===== config.mk =====
export PLATFORM = sky130hd
export DESIGN_NAME = http3_frame_deframer
export DESIGN_NICKNAME = d
export VERILOG_FILES = /design/src/hw/rtl/h3dfr_pkg.sv /design/src/hw/rtl/h3dfr_varint.sv /design/src/hw/rtl/h3dfr_parse.sv /design/src/hw/rtl/http3_frame_deframer.sv
export SDC_FILE = /design/constraint.sdc
export NUM_CORES = 1
export LEC_CHECK = 0
export BUFFER_PORTS_ARGS = -buffer_cell sky130_fd_sc_hd__buf_4
export CORE_MARGIN = 1.5
export CORE_UTILIZATION = 55
export DETAILED_ROUTE_END_ITERATION = 6
export MAX_ROUTING_LAYER = met4
export PLACE_DENSITY = 0.68
export SETUP_SLACK_MARGIN = 0.3
export SKIP_LAST_GASP = 1
export SLEW_MARGIN = 25
export SYNTH_ARGS = -nofsm -noshare
export SYNTH_HDL_FRONTEND = slang
export SYNTH_SLANG_ARGS = --single-unit

===== constraint.sdc =====
create_clock -name clk -period 4.9 [get_ports clk]
set_input_delay 0.735 -clock clk [delete_from_list [all_inputs] [get_ports clk]]
set_output_delay 0.735 -clock clk [all_outputs]
set_load 0.03 [all_outputs]

===== src/hw/rtl/h3dfr_pkg.sv =====
// Shared types and constants for the HTTP/3 frame deframer.
// No dependencies; used by the varint gatherer, the parse stage and the top level.
package h3dfr_pkg;

    localparam int BYTE_W  = 8;
    localparam int VAL_W   = 62;
    localparam int LEFT_W  = 3;
    localparam int PFX_LSB = 6;

    localparam logic [BYTE_W-1:0] VAL_MASK = 8'h3F;

    // Length prefix of a varint's first byte, from bits [7:6]
    localparam logic [1:0] PFX_1B = 2'd0;
    localparam logic [1:0] PFX_2B = 2'd1;
    localparam logic [1:0] PFX_4B = 2'd2;
    localparam logic [1:0] PFX_8B = 2'd3;

    typedef struct packed {
        logic [BYTE_W-1:0] payload_byte;
        logic              byte_valid;
        logic              is_header;
        logic              frame_end;
        logic              buffer_end;
        logic              truncated;
    } result_t;

endpackage


===== src/hw/rtl/h3dfr_varint.sv =====
// Variable-length integer gatherer: folds one byte into the value being built.
// Depends on h3dfr_pkg.
module h3dfr_varint
(
    input  logic [h3dfr_pkg::BYTE_W-1:0] data_byte,
    input  logic [h3dfr_pkg::VAL_W-1:0]  accum,
    input  logic [h3dfr_pkg::LEFT_W-1:0] bytes_left,
    output logic [h3dfr_pkg::VAL_W-1:0]  new_accum,
    output logic [h3dfr_pkg::LEFT_W-1:0] new_left,
    output logic                         done
);

    logic [h3dfr_pkg::LEFT_W-1:0] first_left;

    always_comb
    begin
        unique case (data_byte[h3dfr_pkg::BYTE_W-1:h3dfr_pkg::PFX_LSB])
            h3dfr_pkg::PFX_1B: first_left = 3'd0;
            h3dfr_pkg::PFX_2B: first_left = 3'd1;
            h3dfr_pkg::PFX_4B: first_left = 3'd3;
            h3dfr_pkg::PFX_8B: first_left = 3'd7;
            default:           first_left = 3'd0;
        endcase
    end

    always_comb
    begin
        if (bytes_left == '0)
        begin
            // first byte: keep the low six bits, take the size from the prefix
            new_accum = {{(h3dfr_pkg::VAL_W-h3dfr_pkg::BYTE_W){1'b0}},
                         data_byte & h3dfr_pkg::VAL_MASK};
            new_left  = first_left;
        end
        else
        begin
            new_accum = {accum[h3dfr_pkg::VAL_W-h3dfr_pkg::BYTE_W-1:0], data_byte};
            new_left  = bytes_left - 3'd1;
        end
        done = (new_left == '0);
    end

endmodule


===== src/hw/rtl/h3dfr_parse.sv =====
// Frame parse stage: holds the parser state and turns one byte into at most one result.
// Depends on h3dfr_pkg and h3dfr_varint.
module h3dfr_parse
(
    input  logic                          clk,
    input  logic                          rst_n,
    input  logic                          step,
    input  logic [h3dfr_pkg::BYTE_W-1:0]  in_byte,
    input  logic                          in_last,
    output logic                          res_emit,
    output h3dfr_pkg::result_t            res
);

    localparam logic [1:0] PH_TYPE    = 2'd0;
    localparam logic [1:0] PH_LEN     = 2'd1;
    localparam logic [1:0] PH_PAYLOAD = 2'd2;

    localparam logic [1:0] KIND_DATA    = 2'd0;
    localparam logic [1:0] KIND_HEADERS = 2'd1;
    localparam logic [1:0] KIND_OTHER   = 2'd2;

    logic [1:0]                   phase_reg, phase_next;
    logic [h3dfr_pkg::VAL_W-1:0]  accum_reg, accum_next;
    logic [h3dfr_pkg::LEFT_W-1:0] left_reg, left_next;
    logic [1:0]                   kind_reg, kind_next;
    logic [h3dfr_pkg::VAL_W-1:0]  pl_reg, pl_next;

    logic [h3dfr_pkg::VAL_W-1:0]  vi_accum;
    logic [h3dfr_pkg::LEFT_W-1:0] vi_left;
    logic                         vi_done;
    logic [h3dfr_pkg::VAL_W-1:0]  pl_dec;
    logic                         pay_valid;
    logic                         pay_hdr;
    logic                         pay_end;
    logic                         clean_end;

    h3dfr_varint u_varint
    (
        .data_byte  (in_byte),
        .accum      (accum_reg),
        .bytes_left (left_reg),
        .new_accum  (vi_accum),
        .new_left   (vi_left),
        .done       (vi_done)
    );

    assign pl_dec = pl_reg - {{(h3dfr_pkg::VAL_W-1){1'b0}}, 1'b1};

    always_comb
    begin
        phase_next = phase_reg;
        accum_next = accum_reg;
        left_next  = left_reg;
        kind_next  = kind_reg;
        pl_next    = pl_reg;
        pay_valid  = 1'b0;
        pay_hdr    = 1'b0;
        pay_end    = 1'b0;

        unique case (phase_reg)
            PH_LEN:
            begin
                accum_next = vi_accum;
                left_next  = vi_left;
                if (vi_done)
                begin
                    pl_next    = vi_accum;
                    phase_next = (vi_accum == '0) ? PH_TYPE : PH_PAYLOAD;
                end
            end
            PH_PAYLOAD:
            begin
                pl_next = pl_dec;
                if (kind_reg == KIND_DATA || kind_reg == KIND_HEADERS)
                begin
                    pay_valid = 1'b1;
                    pay_hdr   = (kind_reg == KIND_HEADERS);
                    pay_end   = (pl_dec == '0);
                end
                if (pl_dec == '0)
                    phase_next = PH_TYPE;
            end
            default:
            begin
                // frame type; the unused phase code lands here as well
                accum_next = vi_accum;
                left_next  = vi_left;
                if (vi_done)
                begin
                    if (vi_accum == '0)
                        kind_next = KIND_DATA;
                    else if (vi_accum == {{(h3dfr_pkg::VAL_W-1){1'b0}}, 1'b1})
                        kind_next = KIND_HEADERS;
                    else
                        kind_next = KIND_OTHER;
                    phase_next = PH_LEN;
                end
                else
                    phase_next = PH_TYPE;
            end
        endcase

        clean_end = (phase_next == PH_TYPE) && (left_next == '0);

        // drop all state at the end of a buffer
        if (in_last)
        begin
            phase_next = PH_TYPE;
            accum_next = '0;
            left_next  = '0;
            kind_next  = KIND_DATA;
            pl_next    = '0;
        end
    end

    always_comb
    begin
        res_emit         = step && (pay_valid || in_last);
        res.payload_byte = pay_valid ? in_byte : '0;
        res.byte_valid   = pay_valid;
        res.is_header    = pay_hdr;
        res.frame_end    = pay_end;
        res.buffer_end   = in_last;
        res.truncated    = in_last && !clean_end;
    end

    always_ff @(posedge clk or negedge rst_n)
    begin
        if (!rst_n)
        begin
            phase_reg <= PH_TYPE;
            accum_reg <= '0;
            left_reg  <= '0;
            kind_reg  <= KIND_DATA;
            pl_reg    <= '0;
        end
        else if (step)
        begin
            phase_reg <= phase_next;
            accum_reg <= accum_next;
            left_reg  <= left_next;
            kind_reg  <= kind_next;
            pl_reg    <= pl_next;
        end
    end

    a_trunc_at_end: assert property (@(posedge clk) disable iff (!rst_n)
        res_emit && res.truncated |-> res.buffer_end)
        else $error("truncated raised without buffer end");

    a_fend_valid: assert property (@(posedge clk) disable iff (!rst_n)
        res_emit && (res.frame_end || res.is_header) |-> res.byte_valid)
        else $error("frame flags without a payload byte");

    a_last_clears: assert property (@(posedge clk) disable iff (!rst_n)
        step && in_last |=> phase_reg == PH_TYPE && left_reg == '0 && pl_reg == '0)
        else $error("parser state not cleared after buffer end");

    a_left_in_varint: assert property (@(posedge clk) disable iff (!rst_n)
        left_reg != '0 |-> phase_reg == PH_TYPE || phase_reg == PH_LEN)
        else $error("varint bytes owed outside a varint phase");

endmodule


===== src/hw/rtl/http3_frame_deframer.sv =====
// HTTP/3 frame deframer, top level: input register, parse stage, output register.
// Depends on h3dfr_pkg and h3dfr_parse.
//
// Use: feed the raw bytes of a stream buffer on the s_axis channel, one byte per
// transaction, with s_axis_tlast on the final byte of the buffer. Each frame is a
// varint type, a varint length and the payload. DATA and HEADERS payload bytes
// come out on m_axis, one byte per transaction, tagged in tuser; payload of other
// frame types is skipped and yields nothing. The byte marked last always yields a
// result with m_axis_tlast set, carrying truncated if the buffer stopped inside a
// frame, and the parser then starts afresh for the next buffer.
// Throughput: one byte per cycle while m_axis is not stalled (see Stall), set by
// the state update in the parse stage. A byte is taken into the input register,
// then parsed from there into the output register, which presents it on m_axis.
// Reset: all parser state returns to "reading frame type", both registers empty.
// Stall: while m_axis_tready is low the result is held; the input register
// still empties on bytes that give no result, and s_axis_tready drops only
// when a held byte needs the occupied output register.
module http3_frame_deframer
(
    input  logic        clk,
    input  logic        rst_n,
    input  logic        s_axis_tvalid,
    output logic        s_axis_tready,
    input  logic [7:0]  s_axis_tdata,   // [7:0] stream_byte
    input  logic        s_axis_tlast,   // buffer_last
    output logic        m_axis_tvalid,
    input  logic        m_axis_tready,
    output logic [15:0] m_axis_tdata,   // [7:0] payload_byte, [8] frame_end, [9] truncated
    output logic [1:0]  m_axis_tuser,   // [0] byte_valid, [1] is_header
    output logic        m_axis_tlast    // buffer_end
);

    logic                         in_valid_reg;
    logic [h3dfr_pkg::BYTE_W-1:0] in_byte_reg;
    logic                         in_last_reg;
    logic                         out_valid_reg;
    h3dfr_pkg::result_t           out_res_reg;

    logic                         out_free;
    logic                         step;
    logic                         res_emit;
    h3dfr_pkg::result_t           res;
    // a byte needs the output register only if it gives a result
    logic                         res_emit_need;

    assign out_free      = !out_valid_reg || m_axis_tready;
    assign step          = in_valid_reg && (out_free || !(res_emit_need));
    assign s_axis_tready = !in_valid_reg || step;

    h3dfr_parse u_parse
    (
        .clk      (clk),
        .rst_n    (rst_n),
        .step     (step),
        .in_byte  (in_byte_reg),
        .in_last  (in_last_reg),
        .res_emit (res_emit),
        .res      (res)
    );

    assign res_emit_need = res.byte_valid || in_last_reg;

    always_ff @(posedge clk or negedge rst_n)
    begin
        if (!rst_n)
            in_valid_reg <= 1'b0;
        else if (s_axis_tready)
            in_valid_reg <= s_axis_tvalid;
    end

    always_ff @(posedge clk)
    begin
        if (s_axis_tready && s_axis_tvalid)
        begin
            in_byte_reg <= s_axis_tdata;
            in_last_reg <= s_axis_tlast;
        end
    end

    always_ff @(posedge clk or negedge rst_n)
    begin
        if (!rst_n)
            out_valid_reg <= 1'b0;
        else if (res_emit)
            out_valid_reg <= 1'b1;
        else if (m_axis_tready)
            out_valid_reg <= 1'b0;
    end

    always_ff @(posedge clk)
    begin
        if (res_emit)
            out_res_reg <= res;
    end

    assign m_axis_tvalid = out_valid_reg;
    assign m_axis_tdata  = {6'd0, out_res_reg.truncated, out_res_reg.frame_end,
                            out_res_reg.payload_byte};
    assign m_axis_tuser  = {out_res_reg.is_header, out_res_reg.byte_valid};
    assign m_axis_tlast  = out_res_reg.buffer_end;

endmodule

==> results.txt, run 1 <==
#FFs+latches synth = 147
Non-filler cells in the finished layout = 1159
Worst setup SP type = flip-flop
H-tree Lvls = 4
CP arrival = 4.44 ns
Post-CTS Setup Bufs = 0
Reg clk slew, reported paths = 0.07 ns
Seq/Total Area, Yosys = 44.4%
Drt first-iter violations = 1279
Cell count after synthesis = 949
Overall die height = 128 µm
Hold Buf Count CTS = 0
Synth Flop Type = dfrtp_1
Setup Viol. Count Final = 0
Clk_lat worst skew = 0.44 ns
Async S/R FF share, synth = 85.0%
Crit Path Class = flip-flop to flip-flop
Final core utilization = 62.8%
Layout net count = 975
CTS Buf Count = 17
Most instantiated library cell after synthesis = dfrtp_1
Slew HR = 33.0%
Least-Margin Pin Slew = 1.01 ns
Die ar. = 16300 µm²
Status = completed
Synth cell count leaders = 125 x dfrtp_1, 105 x o21ai_0, 82 x nor2_1
Via count = 8545
Element type at the critical path end = flip-flop
Tcrit/Tclk final = 87.3%
Antenna violations before repair = 1
Final hold viol count = 0
Critical Path RT = 5.07 ns
Post-Syn Area = 8530 µm²
CTS tree = done
Post-DP HPWL = 21.0 mm
PostCTS Resize Cnt = 0
Clk_skew = 0.0150 ns
Largest net degree at the start of global routing = 126
RSZ-0062 raised after global routing = false
Cell variety after synth = 67
Die X-Extent = 128 µm
Reg-to-reg slack, setup = 0.62 ns
Peak supply drop = 373 µV
Max Slew Vio Count = 0
Post-synth EDFFs = 22
DP Area = 8920 µm²
Placed Cells = 1125
I/O Pins = 34
Fin crit period = 4.28 ns
HP Class = input pin to async pin
Post-route antenna net violation count = 0
RePlAce Congestion = 0.979
Area leader, netlist = dfrtp_1
DR WL/cell = 26.6 µm
Max clock buf depth = 2
Max FO, Critical Path = 14
WL final = 30.8 mm
Avg Synthesized Cell Area = 8.99 µm²
Max-Cap Viols = 0
Vias per std cell = 7.37
Ranking of synthesized cells by area = dfrtp_1 37%, edfxtp_1 7.7%, o21ai_0 6.2%, a22o_1 6.0%, nor2_1 3.6%
PD cells = 460 nW/µm²
Achievable frequency = 234 MHz
# rows = 45
Power, Total = 0.00439 W
Core area = 15200 µm²
Final instance area = 9550 µm²
GRT overflow = 0
Post-route DRC = 0
Max reg flops = 62
Total Routing Usage GR = 40.4%
First-pass GRT wire length = 47.7 mm
Share of cells above drive strength 1 = 11.8%
Clock sink count = 147
Root Buffer = clkbuf_16
Initial core utilization = 56.1%
Fin Setup TNS = 0 ns
Port Buffers = 27
Leak pwr = 4.09 nW
Syn. warnings = 0
Detailed Routing Iterations Pass 1 = 6
P&R area growth vs syn = 11.9%
Number of global-route vias before repair = 8087
Synth top area share = 36.7%
## worst max-delay path: stages, from the launching register on
cell and delay, ns:
dfrtp_1 0.43, inv_1 0.13, ha_1 0.33, nor4b_2 0.25
buf_4 0.24, nand2_1 0.15, or4_1 0.65, nor4_2 0.40
xor2_1 0.13, or4_1 0.55, nor4_2 0.57, o2bb2ai_1 0.16
## metal layers
metal / vias up / routed length (µm) / track usage [%] / part of all wire [%]
met2: 685 / 13600 / 57.7 / 44
li1: 3647 / - / - / -
met1: 4107 / 12200 / 54.8 / 39
met4: 0 / 1310 / 16.3 / 4.2
met5: - / 0 / - / 0
met3: 106 / 3830 / 10.8 / 12
## cell type report
| class | instances | area [µm²] |
|---|---|---|
| Antenna cell | 2 | 5.00 |
| Clock buffer | 18 | 429 |
| Clock inverter | 14 | 184 |
| Fill cell | 1270 | 5650 |
| Inverter | 21 | 78.8 |
| Multi-Input combinational cell | 715 | 4410 |
| Sequential cell | 147 | 3790 |
| Tap cell | 188 | 235 |
| Timing Repair Buffer | 54 | 418 |
## where the power goes
group          leakage [nW]  switching [W]  total, W  internal [W]
Combinational          1.86        0.00102   0.00150      0.000480
Sequential             1.93       0.000159   0.00149       0.00133
Clock                 0.297       0.000622   0.00140      0.000778
Total                  4.09        0.00180   0.00439       0.00259
## through the flow
stage               worst slack [ns]  hold WS [ns]
CTS                            0.702         0.436
global placement               0.837         0.480
finish                         0.624         0.355
global route                   0.397         0.439
detailed placement             0.728         0.508
floorplan                       1.21         0.439
## cell families (layout without fill, tap and decap cells)
group	count (synthesis)	after routing	synth area share (%)
simple gates	371	371	23.7
buf+inv	92	107	4.41
mux	3	3	0.367
compound gates	303	303	23.5
fa+ha+maj	6	6	0.880
flops	147	147	44.4
xor+xnor	26	26	2.67
other cells	1	8	0.0440
## cells in the final DEF (no fill, tap or decap), types with 8 or more instances in the layout
cell type,Yosys,layout
a22o_1,58,58
nor2_1,82,81
nand2_1,59,59
inv_1,19,19
o21ai_0,105,104
xor2_1,15,15
o31ai_1,8,8
or3_1,13,13
and2_1,13,13
nor3_1,44,43
a21oi_1,44,44
or4_1,18,18
a32oi_1,14,14
a22oi_1,22,22
nor4_1,47,47
xnor2_1,11,11
clkbuf_16,0,17
buf_4,6,53
dfrtp_1,125,125
nand4_1,20,20
edfxtp_1,22,22
nand3_1,17,17
## final timing paths
| check | cells past startpoint | to | startpoint |
|---|---|---|---|
| max | 11 | m_axis_tdata[9]$_DFFE_PP_ | u_parse.pl_reg[0]$_DFFE_PN0P_ |
| min | 2 | u_parse.pl_reg[16]$_DFFE_PN0P_ | rst_n |
| max reg2reg | 11 | m_axis_tdata[9]$_DFFE_PP_ | u_parse.pl_reg[0]$_DFFE_PN0P_ |
| min reg2reg | 2 | u_parse.left_reg[1]$_DFFE_PN0P_ | u_parse.left_reg[1]$_DFFE_PN0P_ |
| max in group asynchronous | 2 | u_parse.pl_reg[45]$_DFFE_PN0P_ | rst_n |
| min in group clk | 1 | in_byte_reg[6]$_DFFE_PP_ | s_axis_tdata[6] |
Note: power is estimated with default switching activity, not from simulation.
==> run 2, diff against run 1 <==
--- a/config.mk
+++ b/config.mk
@@ -7,10 +7,12 @@
 export LEC_CHECK = 0
 export BUFFER_PORTS_ARGS = -buffer_cell sky130_fd_sc_hd__buf_4
 export CORE_MARGIN = 1.5
-export CORE_UTILIZATION = 55
+export CORE_UTILIZATION = 60
 export DETAILED_ROUTE_END_ITERATION = 6
 export MAX_ROUTING_LAYER = met4
-export PLACE_DENSITY = 0.68
+export PLACE_DENSITY = 0.74
+export RECOVER_POWER = 100
+export REMOVE_ABC_BUFFERS = 1
 export SETUP_SLACK_MARGIN = 0.3
 export SKIP_LAST_GASP = 1
 export SLEW_MARGIN = 25
==> run 2 against run 1 <==
The run now ends with max-capacitance violations, max-slew violations left; critical endpoint is now u_parse.phase_reg[1]$_DFFE_PN0P_; worst setup slack got worse by 0.16 ns; count of clock-buffer cells in the layout is the same; sequential power about the same.
==> results.txt, run 2 (same netlist as run 1, synthesis figures left out) <==
Final hold viol count = 0 (unchanged)
Power, Total = 0.00430 W (-2.1%)
H-tree Lvls = 4 (unchanged)
Root Buffer = clkbuf_16
Tcrit/Tclk final = 90.5% (+3.3 points)
Slew HR = -138% (-170 points)
First-pass GRT wire length = 45.8 mm (-4.1%)
Share of cells above drive strength 1 = 9.02% (-2.7 points)
CTS tree = done
Crit Path Class = flip-flop to flip-flop
Post-route DRC = 0 (unchanged)
Total Routing Usage GR = 42.7% (+2.3 points)
Clk_lat worst skew = 0.44 ns (about the same)
Number of global-route vias before repair = 7919 (-2.1%)
Max FO, Critical Path = 10 (-4)
Vias per std cell = 7.40 (+0.40%)
Fin crit period = 4.44 ns (+0.160 ns)
Clock sink count = 147 (unchanged)
Largest net degree at the start of global routing = 74 (-41%)
Reg-to-reg slack, setup = 0.46 ns (-0.16 ns)
Max clock buf depth = 2 (unchanged)
Antenna violations before repair = 0 (-1)
R2R Path End = u_parse.phase_reg[1]$_DFFE_PN0P_
Setup Viol. Count Final = 0 (unchanged)
Max Slew Vio Count = 143 (+143)
Post-route antenna net violation count = 0 (unchanged)
Layout net count = 970 (-0.51%)
Drt first-iter violations = 1470 (+15%)
DP Area = 8860 µm² (-0.67%)
Worst hold path depth = 1
PD cells = 457 nW/µm² (-0.57%)
# rows = 43 (-4.4%)
ANT cells = 0 (-2)
Core area = 13900 µm² (-8.7%)
Setup WS pre-CTS = 0.796 ns (+0.0678 ns)
Fin Setup TNS = 0 ns (unchanged)
Port Buffers = 27 (unchanged)
Most frequent cells in the layout = 125 x dfrtp_1, 106 x o21ai_0, 82 x nor2_1, 59 x nand2_1, 58 x a22o_1
Via count = 8468 (-0.90%)
Reg clk slew, reported paths = 0.07 ns (about the same)
Critical Path Start = u_parse.pl_reg[18]$_DFFE_PN0P_
HP Class = input pin to flip-flop
Final core utilization = 67.7% (+4.9 points)
Least-Margin Pin Slew = 3.57 ns (+2.57 ns)
Achievable frequency = 225 MHz (-3.6%)
CP arrival = 4.71 ns (+0.27 ns)
R2R Path Start = u_parse.pl_reg[18]$_DFFE_PN0P_
Post-CTS Setup Bufs = 0 (unchanged)
Switching Share = 40.5% (-0.56 points)
Commonest non-fill, non-tap cell in the layout = dfrtp_1
Violated checks = max-capacitance violations, max-slew violations
Clk_skew = 0.0119 ns (-0.00314 ns)
Die X-Extent = 122 µm (-4.2%)
Critical path destination = u_parse.phase_reg[1]$_DFFE_PN0P_
Detailed Routing Iterations Pass 1 = 5 (-1)
I/O Pins = 34 (unchanged)
Max reg flops = 62 (unchanged)
P&R area growth vs syn = 10.2%
Initial core utilization = 61.5% (+5.3 points)
FF-to-FF path depth = 8 (-3)
Setup WS post-layout = 0.464 ns (-0.160 ns)
DR WL/cell = 26.0 µm (-2.2%)
WL final = 29.8 mm (-3.5%)
RSZ-0062 raised after global routing = false
Hold Buf Count CTS = 0 (unchanged)
P_sw = 0.00174 W (-3.4%)
Element type at the critical path end = flip-flop
GRT overflow = 0 (unchanged)
Overall die height = 122 µm (-4.2%)
Max-Cap Viols = 3 (+3)
Internal = 0.00256 W (-1.2%)
Die ar. = 14900 µm² (-8.1%)
Post-DP HPWL = 20.6 mm (-2.0%)
Critical Path RT = 5.17 ns (+0.10 ns)
Worst setup SP type = flip-flop
Register share of total power = 34.6% (+0.7 points)
CTS Buf Count = 17 (unchanged)
Fill cell count = 1131 (-11%)
Leak pwr = 3.98 nW (-2.6%)
Status = finished with violations
Peak supply drop = 358 µV (-4.2%)
Comb power frac = 33.3% (-0.9 points)
Final instance area = 9400 µm² (-1.5%)
RePlAce Congestion = 0.987 (+0.86%)
Clock Power Share = 32.1% (+0.2 points)
PostCTS Resize Cnt = 0 (unchanged)
run 2: metal layers:
layer	global-route usage (%)	vias to the layer above	wire length [µm]
li1	-	3621	-
met2	60.1	689	12700
met4	18.5	0	1470
met5	-	-	0
met1	58.1	4030	11500
met3	11.5	128	4080
run 2: power by group through the flow:
stage	combinational (W)	clock (W)	sequential, W
global route	0.00152	0.00143	0.00150
global placement	0.00137	0	0.00149
finish	0.00143	0.00138	0.00149
detailed placement	0.00138	0	0.00150
floorplan	0.000895	0	0.00145
CTS	0.00139	0.00138	0.00148
run 2: layout make-up:
cell class                      count  area, µm²  area share, %
Sequential cell                   147       3790           40.3
Inverter                           21       78.8          0.839
Clock inverter                     14        183           1.94
Clock buffer                       18        429           4.57
Multi-Input combinational cell    715       4390           46.7
Timing Repair Buffer               49        303           3.22
Tap cell                          180        225           2.40
run 2: how the worst min path moves through the flow:
stage,end,start
global placement,u_parse.kind_reg[1]$_DFFE_PN0P_,u_parse.kind_reg[1]$_DFFE_PN0P_
finish,in_byte_reg[6]$_DFFE_PP_,s_axis_tdata[6]
floorplan,in_valid_reg$_DFFE_PN0N_,rst_n
global route,in_byte_reg[6]$_DFFE_PP_,s_axis_tdata[6]
CTS,in_byte_reg[7]$_DFFE_PP_,s_axis_tdata[7]
detailed placement,u_parse.kind_reg[0]$_DFFE_PN0P_,u_parse.kind_reg[0]$_DFFE_PN0P_
run 2: through the flow:
stage                     cells  hold WS, ns
after floorplan             883        0.439
after global placement     1112        0.483
after detailed placement   1112        0.493
after CTS                  1144        0.469
after global routing       1144        0.486
final                      1144        0.496
run 2: worst max-delay path, stage by stage, from the launching register on:
cell      delay, ns
dfrtp_1        0.46
nor4_1         0.56
nand3b_1       0.38
or4_1          0.81
nor4_1         0.50
xor2_1         0.16
or4_1          0.56
nor4_2         0.58
o21ai_0        0.26
==> run 3, diff against run 2 <==
--- a/config.mk
+++ b/config.mk
@@ -18,4 +18,5 @@
 export SLEW_MARGIN = 25
 export SYNTH_ARGS = -nofsm -noshare
 export SYNTH_HDL_FRONTEND = slang
+export SYNTH_HIERARCHICAL = 1
 export SYNTH_SLANG_ARGS = --single-unit
==> run 3 against run 2 <==
Non-clock buffer count shrank 10; largest cell class unchanged; maximum frequency decreased by 0.58%; total power down 18%; worst setup slack lost 0.026 ns; clock skew grew 0.00056 ns; worst hold slack lost 0.016 ns; cell area is 0.53% higher; critical path type unchanged; clock power shrank 7%; routed wire length decreased by 12%; synthesized cell count rose by 5.3%; sequential power decreased by 10%; global-route usage decreased by 7.5 points; the flow still finishes with violations (max-capacitance violations, max-slew violations).
==> results.txt, run 3 <==
Status = finished with violations
Violated checks = max-capacitance violations, max-slew violations
Core area = 14400 µm² (+3.9%)
Clock sink count = 147 (unchanged)
Drt first-iter violations = 988 (-33%)
H-tree Lvls = 4 (unchanged)
PD cells = 375 nW/µm² (-18%)
Post-Syn Area = 8820 µm² (+3.4%)
Critical Path RT = 5.05 ns (-0.12 ns)
Setup WS pre-CTS = 0.700 ns (-0.0963 ns)
Layout net count = 990 (+2.1%)
Peak supply drop = 326 µV (-9.0%)
Max clock buf depth = 2 (unchanged)
Root Buffer = clkbuf_16
P&R area growth vs syn = 7.10%
Post-route antenna net violation count = 0 (unchanged)
Post-route DRC = 0 (unchanged)
Setup Viol. Count Final = 0 (unchanged)
Fill cell count = 1213 (+7.3%)
Share of cells above drive strength 1 = 8.13% (-0.89 points)
Fin Setup TNS = 0 ns (unchanged)
HP Class = input pin to flip-flop
Reg clk slew, reported paths = 0.07 ns (about the same)
Reg-to-reg slack, setup = 0.44 ns (-0.03 ns)
ANT cells = 0 (unchanged)
# rows = 44 (+2.3%)
Die X-Extent = 124 µm (+1.7%)
GRT overflow = 0 (unchanged)
Most frequent cells in the layout = 125 x dfrtp_1, 113 x o21ai_0, 88 x nor2_1, 67 x a21oi_1, 55 x a22o_1
Slew HR = -124% (+14 points)
Max Slew Vio Count = 202 (+41%)
CTS Buf Count = 17 (unchanged)
Critical-path top delay cell = clkbuf_1
Slowest stage delay, CP = 2.07 ns (+1.26 ns)
Post-DP HPWL = 17.5 mm (-15%)
Largest net degree at the start of global routing = 81 (+9.5%)
DR WL/cell = 22.4 µm (-14%)
Clk_lat worst skew = 0.44 ns (about the same)
Worst setup SP type = flip-flop
Via count = 8038 (-5.1%)
Detailed Routing Iterations Pass 1 = 5 (unchanged)
Number of global-route vias before repair = 7492 (-5.4%)
Total Routing Usage GR = 35.2% (-7.5 points)
WL final = 26.2 mm (-12%)
Hold Buf Count CTS = 0 (unchanged)
Placed Cells = 1136 (+2.2%)
CTS tree = done
Power, Total = 0.00354 W (-18%)
CP Cell Sequence = inv_1 -> ha_1 -> clkbuf_1 -> a41oi_1 -> nor4b_1 -> o31a_1 -> a311oi_1
Antenna violations before repair = 0 (unchanged)
Syn. warnings = 6 (+6)
Element type at the critical path end = flip-flop
Clk_skew = 0.0125 ns (+0.000557 ns)
Fin crit period = 4.46 ns (+0.0260 ns)
Commonest non-fill, non-tap cell in the layout = dfrtp_1
Avg Synthesized Cell Area = 8.83 µm² (-1.8%)
Cell count after synthesis = 999 (+5.3%)
Initial core utilization = 61.2% (-0.29 points)
Overall die height = 124 µm (+1.7%)
Die ar. = 15400 µm² (+3.3%)
First-pass GRT wire length = 41.6 mm (-9.0%)
Achievable frequency = 224 MHz (-0.58%)
Non-filler cells in the finished layout = 1168 (+2.1%)
Leak pwr = 4.10 nW (+2.9%)
Max-Cap Viols = 3 (unchanged)
RSZ-0062 raised after global routing = false
Least-Margin Pin Slew = 3.36 ns (-0.213 ns)
Final hold viol count = 0 (unchanged)
Vias per std cell = 6.88 (-7.0%)
PostCTS Resize Cnt = 0 (unchanged)
RePlAce Congestion = 1.02 (+3.1%)
Setup WS post-layout = 0.438 ns (-0.0260 ns)
Max FO, Critical Path = 59 (+49)
Post-CTS Setup Bufs = 0 (unchanged)
Crit Path Class = flip-flop to flip-flop
Final core utilization = 65.5% (-2.2 points)
Max reg flops = 62 (unchanged)
Tcrit/Tclk final = 91.1% (+0.53 points)
I/O Pins = 34 (unchanged)
Port Buffers = 27 (unchanged)
CP arrival = 4.61 ns (-0.10 ns)
[run 3: cell count changes in the layout (fill, tap and decap cells not counted), sizes merged, moves of 14 or more]
cell   delta
a21oi    +23
a22oi    -16
and2     +48
and3     +18
nand2    -14
[run 3: final cells by class]
class	count	area (µm²)	area share (%)
Multi-Input combinational cell	745	4550	48.2
Timing Repair Buffer	39	218	2.30
Clock inverter	15	159	1.68
Tap cell	184	230	2.44
Sequential cell	147	3790	40.1
Inverter	21	78.8	0.834
Clock buffer	17	425	4.50
[run 3: per-layer routing]
layer	wire length (µm)	part of all wire (%)	global-route usage, %
met1	11000	42	46.9
met2	11900	46	52.8
met3	2130	8.1	6.79
met4	1110	4.2	15.2
met5	0	0	-
[run 3: path summary, 6_finish.rpt]
check	startpoint	to	depth (start not counted)
worst max-delay path	u_parse/phase_reg[0]$_DFFE_PN0P_	m_axis_tdata[9]$_DFFE_PP_	7
worst min-delay path	s_axis_tvalid	in_valid_reg$_DFFE_PN0P_	2
worst max register to register	u_parse/phase_reg[0]$_DFFE_PN0P_	m_axis_tdata[9]$_DFFE_PP_	7
worst min register to register	u_parse/accum_reg[34]$_DFFE_PN0P_	u_parse/accum_reg[34]$_DFFE_PN0P_	1
max in group asynchronous	rst_n	u_parse/accum_reg[5]$_DFFE_PN0P_	2
min in group asynchronous	rst_n	u_parse/accum_reg[35]$_DFFE_PN0P_	1
[run 3: critical path, delay by kind of cell (launching register included)]
family	cells	cell delay [ns]
buf+inv	2	2.18
flops	1	0.42
fa+ha+maj	1	0.18
simple gates	1	0.56
compound gates	3	0.80
[run 3: where the power goes]
| part | leakage [nW] | total [W] | switching, W | internal (W) |
|---|---|---|---|---|
| clock | 0.282 | 0.00129 | 0.000609 | 0.000683 |
| combinational | 1.87 | 0.000904 | 0.000625 | 0.000280 |
| sequential | 1.94 | 0.00134 | 0.0000494 | 0.00129 |
| total | 4.10 | 0.00354 | 0.00128 | 0.00226 |
[run 3: stage by stage]
step | cell area, µm² | hold slack (ns)
6_report | 9450 | 0.480
4_1_cts | 9530 | 0.394
3_3_place_gp | 8940 | 0.480
3_5_place_dp | 8950 | 0.484
2_1_floorplan | 8400 | 0.439
5_1_grt | 9450 | 0.473
